===== config.mk =====
export PLATFORM = sky130hd
export DESIGN_NAME = base64url_strict_decoder_flat
export DESIGN_NICKNAME = d
export VERILOG_FILES = /design/src/rtl/core/b64d_pkg.sv /design/src/rtl/core/b64d_if.sv /design/src/rtl/core/base64url_strict_decoder.sv /design/src/rtl/core/b64d_core.sv /design/src/flat_wrapper.sv
export SDC_FILE = /design/constraint.sdc
export NUM_CORES = 1
export LEC_CHECK = 0
export BUFFER_PORTS_ARGS = -buffer_cell sky130_fd_sc_hd__buf_2
export CAP_MARGIN = 20
export CORE_ASPECT_RATIO = 1.1
export CORE_MARGIN = 4
export CORE_UTILIZATION = 35
export CTS_CLUSTER_DIAMETER = 100
export DETAILED_ROUTE_END_ITERATION = 12
export RECOVER_POWER = 100
export SYNTH_ARGS = -nofsm -noshare
export SYNTH_HDL_FRONTEND = slang
export SYNTH_HIERARCHICAL = 1
export SYNTH_SLANG_ARGS = --single-unit
export TNS_END_PERCENT = 1

===== constraint.sdc =====
create_clock -name clock -period 3.7 [get_ports clock]
set_input_delay 0.74 -clock clock [delete_from_list [all_inputs] [get_ports clock]]
set_output_delay 0.74 -clock clock [all_outputs]
set_load 0.1 [all_outputs]

===== src/rtl/core/b64d_pkg.sv =====
package b64d_pkg;

   localparam int COUNT_WIDTH_DEFAULT = 16;

   localparam logic [7:0] PAD_CHAR = 8'h3D;

   typedef enum logic [2:0] {
      ST_OK       = 3'd0,
      ST_BAD_PAD  = 3'd1,
      ST_BAD_LEN  = 3'd2,
      ST_BAD_CHAR = 3'd3,
      ST_OVERFLOW = 3'd4,
      ST_LEFTOVER = 3'd5
   } status_type;

   typedef struct packed {
      logic [7:0] char_code;
      logic       last_char;
   } req_type;

   typedef struct packed {
      logic [7:0] data_byte;
      logic       byte_valid;
      logic       done_res;
      status_type status;
   } rsp_type;

   typedef struct packed {
      logic       hit;
      logic [5:0] value;
   } sextet_type;

   // URL-safe alphabet lookup
   function automatic sextet_type sextet_of(input logic [7:0] c);
      sextet_type s;
      logic [7:0] d;
      s = '0;
      d = '0;
      if (c >= 8'h41 && c <= 8'h5A) begin
         d = c - 8'h41;
         s = '{hit: 1'b1, value: d[5:0]};
      end else if (c >= 8'h61 && c <= 8'h7A) begin
         d = c - 8'h61 + 8'd26;
         s = '{hit: 1'b1, value: d[5:0]};
      end else if (c >= 8'h30 && c <= 8'h39) begin
         d = c - 8'h30 + 8'd52;
         s = '{hit: 1'b1, value: d[5:0]};
      end else if (c == 8'h2D) begin
         s = '{hit: 1'b1, value: 6'd62};
      end else if (c == 8'h5F) begin
         s = '{hit: 1'b1, value: 6'd63};
      end
      return s;
   endfunction

endpackage


===== src/rtl/core/b64d_if.sv =====
interface b64d_req_if;
   import b64d_pkg::*;

   logic    valid;
   logic    ready;
   req_type payload;

   modport source (output valid, output payload, input ready);
   modport sink (input valid, input payload, output ready);
endinterface

interface b64d_rsp_if;
   import b64d_pkg::*;

   logic    valid;
   logic    ready;
   rsp_type payload;

   modport source (output valid, output payload, input ready);
   modport sink (input valid, input payload, output ready);
endinterface


===== src/rtl/core/base64url_strict_decoder.sv =====
// An accepted req beat passes through the input register and then the result register to the rsp beat.
// Throughput: 1 beat per cycle while rsp is not stalled; the per-character state update is combinational.
// A stalled rsp holds the result register and then the input register.
// Reset: synchronous, active high; clears message state, valids; byte limit to all ones.
module base64url_strict_decoder #(
   parameter int COUNT_WIDTH = b64d_pkg::COUNT_WIDTH_DEFAULT
) (
   input  logic                   clock,
   input  logic                   reset,
   b64d_req_if.sink               req,
   b64d_rsp_if.source             rsp,
   input  logic                   csr_wen,
   input  logic [COUNT_WIDTH-1:0] csr_wdata
);
   import b64d_pkg::*;

   logic                   in_valid_ff;
   req_type                in_item_ff;
   logic                   out_valid_ff, out_valid_in;
   rsp_type                out_item_ff;
   logic [COUNT_WIDTH-1:0] max_ff;
   logic                   advance;
   rsp_type                result;

   assign advance      = in_valid_ff && (!out_valid_ff || rsp.ready);
   assign req.ready    = !in_valid_ff || advance;
   assign out_valid_in = advance || (out_valid_ff && !rsp.ready);
   assign rsp.valid    = out_valid_ff;
   assign rsp.payload  = out_item_ff;

   b64d_core #(.COUNT_WIDTH(COUNT_WIDTH)) u_core (
      .clock      (clock),
      .reset      (reset),
      .advance    (advance),
      .item       (in_item_ff),
      .byte_limit (max_ff),
      .result     (result)
   );

   always_ff @(posedge clock) begin
      if (reset) begin
         in_valid_ff  <= 1'b0;
         out_valid_ff <= 1'b0;
         max_ff       <= '1;
      end else begin
         if (req.ready) begin
            in_valid_ff <= req.valid;
         end
         out_valid_ff <= out_valid_in;
         if (csr_wen) begin
            max_ff <= csr_wdata;
         end
      end
   end

   always_ff @(posedge clock) begin
      if (req.valid && req.ready) begin
         in_item_ff <= req.payload;
      end
      if (advance) begin
         out_item_ff <= result;
      end
   end

   a_result_lands: assert property (@(posedge clock) disable iff (reset)
      advance |=> out_valid_ff)
      else $error("advanced beat did not reach result register");

   a_status_only_done: assert property (@(posedge clock) disable iff (reset)
      out_valid_ff && !out_item_ff.done_res |-> out_item_ff.status == ST_OK)
      else $error("status reported on a non-final beat");

   a_stall_no_advance: assert property (@(posedge clock) disable iff (reset)
      out_valid_ff && !rsp.ready |-> !advance)
      else $error("result register overwritten while stalled");

endmodule


===== src/rtl/core/b64d_core.sv =====
module b64d_core #(
   parameter int COUNT_WIDTH = b64d_pkg::COUNT_WIDTH_DEFAULT
) (
   input  logic                   clock,
   input  logic                   reset,
   input  logic                   advance,
   input  b64d_pkg::req_type      item,
   input  logic [COUNT_WIDTH-1:0] byte_limit,
   output b64d_pkg::rsp_type      result
);
   import b64d_pkg::*;

   logic [11:0]          acc_ff, acc_in;
   logic [2:0]           pend_ff, pend_in;
   logic [1:0]           phase_ff, phase_in;
   logic [1:0]           pad_ff, pad_in;
   logic [COUNT_WIDTH:0] cnt_ff, cnt_in;
   status_type           err_ff, err_in;

   sextet_type  sx;
   logic        is_pad;
   logic [3:0]  bits;
   logic [11:0] shifted;
   logic [11:0] mask;
   logic [1:0]  eff;

   always_comb begin
      acc_in   = acc_ff;
      pend_in  = pend_ff;
      phase_in = phase_ff + 2'd1;
      pad_in   = pad_ff;
      cnt_in   = cnt_ff;
      err_in   = err_ff;
      result   = '0;
      result.status = ST_OK;
      sx       = sextet_of(item.char_code);
      is_pad   = item.char_code == PAD_CHAR;
      bits     = {1'b0, pend_ff} + 4'd6;
      shifted  = '0;
      mask     = '0;
      eff      = '0;

      if (is_pad) begin
         if (pad_ff != 2'd3) begin
            pad_in = pad_ff + 2'd1;
         end
      end else begin
         pad_in = '0;
         if (pad_ff != 2'd0 || !sx.hit) begin
            if (err_ff == ST_OK) begin
               err_in = ST_BAD_CHAR;
            end
         end else if (err_ff == ST_OK) begin
            acc_in = {acc_ff[5:0], sx.value};
            if (bits >= 4'd8) begin
               bits    = bits - 4'd8;
               shifted = acc_in >> bits;
               result.data_byte  = shifted[7:0];
               result.byte_valid = 1'b1;
               cnt_in = cnt_ff + 1'b1;
               if (cnt_in > {1'b0, byte_limit}) begin
                  err_in = ST_OVERFLOW;
               end
            end
            pend_in = bits[2:0];
         end
      end

      if (item.last_char) begin
         result.done_res = 1'b1;
         eff  = phase_in - pad_in;
         mask = (12'd1 << pend_in) - 12'd1;
         if (pad_in == 2'd3) begin
            result.status = ST_BAD_PAD;
         end else if (eff == 2'd1) begin
            result.status = ST_BAD_LEN;
         end else if (pad_in != 2'd0 &&
                      (eff == 2'd0 || {1'b0, pad_in} != 3'd4 - {1'b0, eff})) begin
            result.status = ST_BAD_PAD;
         end else if (err_in != ST_OK) begin
            result.status = err_in;
         end else if ((acc_in & mask) != 12'd0) begin
            result.status = ST_LEFTOVER;
         end
         acc_in   = '0;
         pend_in  = '0;
         phase_in = '0;
         pad_in   = '0;
         cnt_in   = '0;
         err_in   = ST_OK;
      end
   end

   always_ff @(posedge clock) begin
      if (reset) begin
         acc_ff   <= '0;
         pend_ff  <= '0;
         phase_ff <= '0;
         pad_ff   <= '0;
         cnt_ff   <= '0;
         err_ff   <= ST_OK;
      end else if (advance) begin
         acc_ff   <= acc_in;
         pend_ff  <= pend_in;
         phase_ff <= phase_in;
         pad_ff   <= pad_in;
         cnt_ff   <= cnt_in;
         err_ff   <= err_in;
      end
   end

   a_no_byte_after_error: assert property (@(posedge clock) disable iff (reset)
      advance && err_ff != ST_OK |-> !result.byte_valid)
      else $error("byte emitted after latched error");

   a_pend_even: assert property (@(posedge clock) disable iff (reset)
      pend_ff[0] == 1'b0)
      else $error("pending bit count out of range");

   a_clear_on_last: assert property (@(posedge clock) disable iff (reset)
      advance && item.last_char |=>
         pend_ff == 3'd0 && cnt_ff == '0 && err_ff == ST_OK && pad_ff == 2'd0)
      else $error("message state not cleared after last beat");

endmodule


===== src/flat_wrapper.sv =====
// flat-port wrapper written by rule: the top's interface ports become plain ports
module base64url_strict_decoder_flat import b64d_pkg::*;
#(
   parameter int COUNT_WIDTH = b64d_pkg::COUNT_WIDTH_DEFAULT
)
  (clock, reset, csr_wen, csr_wdata, req_valid, req_payload, req_ready, rsp_valid, rsp_payload, rsp_ready);
  b64d_req_if req_i ();
  b64d_rsp_if rsp_i ();
  input  logic clock;
  input  logic reset;
  input  logic csr_wen;
  input  logic [COUNT_WIDTH-1:0] csr_wdata;
  input wire logic [$bits(req_i.valid)-1:0] req_valid;
  input wire logic [$bits(req_i.payload)-1:0] req_payload;
  output wire logic [$bits(req_i.ready)-1:0] req_ready;
  output wire logic [$bits(rsp_i.valid)-1:0] rsp_valid;
  output wire logic [$bits(rsp_i.payload)-1:0] rsp_payload;
  input wire logic [$bits(rsp_i.ready)-1:0] rsp_ready;
  assign req_i.valid = req_valid;
  assign req_i.payload = req_payload;
  assign req_ready = req_i.ready;
  assign rsp_valid = rsp_i.valid;
  assign rsp_payload = rsp_i.payload;
  assign rsp_i.ready = rsp_ready;
  base64url_strict_decoder #(.COUNT_WIDTH(COUNT_WIDTH)) u_core (.clock(clock), .reset(reset), .req(req_i), .rsp(rsp_i), .csr_wen(csr_wen), .csr_wdata(csr_wdata));
endmodule

==> reports/qor.csv <==
metric,value,unit
status,finished with violations,
violations,"max-capacitance violations, max-slew violations",
synth_area_per_cell,8.849,sq um
p_leak,2.360,nW
rows,44,
power_density,361.4,nW/um^2
core-area,13430,sq um
setup_viol,0,
postPlaceCellArea,5400,sq um
period_minus_slack,3480,ps
rrSetupSlack,220,ps
n_fill_cell,1370,
finClkSkew,9.786,ps
required,3790,ps
grt_overflow,0,
clkPwrFrac,41.9,%
syn_area,4867,sq um
clkSlewWorstSetupHoldPaths,60,ps
cts_buffers,9,
root_buffer,clkbuf_16,
final_layout_size_suffix_gt1_share,17.67,%
syn_nets,609,
finalPower,2.078,mW
dp_hpwl,9.218,mm
cts-hold-fix-buffers,0,
relSlewSlack,-56.68,%
post-route-cell-area,5748,sq um
boundaryPins,45,
maxSlewViolCount,52,
h-tree-depth,3,
worstHoldEndpoint,u_core/rsp.valid,
hp-start,u_core/in_valid_ff,
cts_tree,yes,
start_util,36.23,%
synth_edf_count,22,
sequentialPowerShare,43.1,%
post_drt_wl_per_cell,15.83,um
clock_latency,350,ps
switching_share,27.74,%
antenna_left,0,
synth.distinct_cells,74,
drv_cap,1,
yosys.area.top_type_share,21.80,%
synthCells,550,
synth-seq-cells,75,
max-vdd-ir-drop,0.2090,mV
holdPathStages,2,
dr.pass1.iters,5,
yosysSeqAreaShare,35.37,%
cp-end-kind,flop,
tightest_slew,2350,ps
hold_viol_final,0,
antenna_cells,0,
power.switching,0.5763,mW
die_y,131.7,um
comb_power_share,15.0,%
cts.path.max_buffers,2,
grt_pass1_wl,21.49,mm
ys.flop_type,dfxtp_1,
final_nets,671,
syn_to_final_growth,18.10,%
first_iter_violations,244,
synth_area_leaders,"dfxtp_1 22%, edfxtp_1 14%, ha_1 7.5%, nor2_1 5.2%, a21oi_1 3.3%",
startpoint_type,flop,
antenna_found_initial,0,
grt_max_degree,52,
final.period_utilization,94.05,%
vias,4411,
ys_warn_count,6,
grt.total_usage,16.56,%
arrival,3570,ps
grt_pass1_vias,4463,
viasPerCell,5.507,
gp_congestion,0.8761,
yosysTopAreaCell,dfxtp_1,
dieArea,15860,sq um
timing.rr.end,u_core/rsp.payload[0],
crit_fanout,7,
ys_async_sr_fraction,0,%
reg2reg_depth,15,
reg2reg_from,u_core/in_item_ff[1],
portBuffers,44,
max_freq,287.4,MHz
min_path_type,flop to flop,
worstSetupPathType,flop to flop,
drc,0,
die_w,120.4,um
cts_sinks,75,
internal-power,1.501,mW
wl,12.68,mm
==> per-stage QoR <==
step,instances,utilization [%],TNS (ps),hold slack (ps),setup slack (ps)
after floorplan,550,-,0,434.1,95.10
after global placement,781,40.20,0,441.3,194.0
after detailed placement,781,40.20,0,461.7,56.50
after CTS,797,42.43,0,470.8,25.30
after global routing,801,42.79,-54.96,499.2,-37.43
final,801,42.79,0,467.6,220.2
==> cell usage in the layout, fill, tap and decap left out, types with 20 or more instances in the layout <==
| cell | n |
|---|---|
| a21oi_1 | 32 |
| buf_2 | 28 |
| buf_4 | 31 |
| clkbuf_1 | 20 |
| dfxtp_1 | 48 |
| edfxtp_1 | 22 |
| ha_1 | 25 |
| inv_1 | 33 |
| nand2_1 | 21 |
| nor2_1 | 65 |
| nor2b_1 | 24 |
| o21ai_0 | 20 |
==> area by class of cell <==
| type | count | area (sq um) | area share (%) |
|---|---|---|---|
| clock inverter | 5 | 35.03 | 0.6095 |
| inverter | 34 | 127.6 | 2.220 |
| sequential | 75 | 1728 | 30.06 |
| multi-input combinational | 412 | 2910 | 50.63 |
| clock buffer | 11 | 264.0 | 4.593 |
| timing repair buffer | 80 | 452.9 | 7.880 |
| tap | 184 | 230.2 | 4.005 |
==> cells by family after synthesis <==
kind of cell / synth area share, %
simple gates: 21.34
compound gates: 24.16
flops: 35.37
buf+inv: 5.861
fa+ha+maj: 7.455
xor+xnor: 2.879
mux: 2.853
other cells: 0.07705
==> worst max-delay path: stages (launching register included) <==
cell       delay (ps)
edfxtp_1          430
ha_1              280
and4b_1           210
and2_1            190
a211o_4           320
a2bb2oi_2         160
nor2_1             60
a31oi_1           160
ha_2              230
inv_1              80
a31oi_1           200
nor2_1             70
a311oi_1          260
a31oi_1           110
a2111oi_4         320
a31oi_1           120
==> power groups by stage <==
| stage | clock (mW) | combinational [mW] | sequential, mW |
|---|---|---|---|
| final | 0.871 | 0.311 | 0.896 |
| after global routing | 0.929 | 0.344 | 0.900 |
| after CTS | 0.896 | 0.307 | 0.895 |
| after detailed placement | 0 | 0.306 | 0.913 |
| after global placement | 0 | 0.302 | 0.912 |
| after floorplan | 0 | 0.186 | 0.947 |
==> layer usage <==
layer / share of wire, % / track usage [%] / vias to the layer above / routed length (um)
li1: - / - / 2149 / -
met1: 42 / 19.24 / 2142 / 5292
met2: 52 / 29.23 / 94 / 6539
met3: 4.1 / 3.568 / 26 / 517
met4: 2.6 / 6.927 / 0 / 327
met5: 0 / 0 / - / 0
==> cell usage after synthesis, types with 13 or more instances <==
master,number
o21ai_0,20
nor2b_1,24
nor3_1,13
a211o_1,18
edfxtp_1,22
nor2_1,67
inv_1,34
clkbuf_1,13
a21oi_1,32
nand3_1,13
a22oi_1,16
nand2_1,21
ha_1,29
dfxtp_1,53
==> worst max path at each step <==
stage,end,slack (ps),startpoint,depth (start not counted)
finish,u_core/rsp.payload[0],220,u_core/in_item_ff[1],15
global route,u_core/rsp.payload[0],-40,u_core/u_core/cnt_ff[0],16
CTS,u_core/rsp.payload[0],30,u_core/in_item_ff[3],16
detailed placement,u_core/rsp.payload[0],60,u_core/in_item_ff[3],16
global placement,u_core/rsp.payload[0],190,u_core/u_core/cnt_ff[4],14
floorplan,u_core/rsp.payload[0],100,u_core/in_item_ff[2],17
==> flip-flops by register name, indices dropped and copies added (netlist names) <==
signal                  cells
u_core/u_core/pend_ff       2
u_core/u_core/cnt_ff       17
u_core/rsp.valid            1
u_core/in_valid_ff          1
u_core/rsp.payload         13
u_core/u_core/err_ff        3
u_core/u_core/phase_ff      2
u_core/in_item_ff           9
u_core/max_ff              16
u_core/u_core/acc_ff        9
u_core/u_core/pad_ff        2
==> what timing repair did <==
item | in CTS | in global routing
buffers inserted | 0 | 4
setup endpoints to repair | 0 | 2
gates resized for setup | 0 | 18
Power figures use the tool's default switching activity.
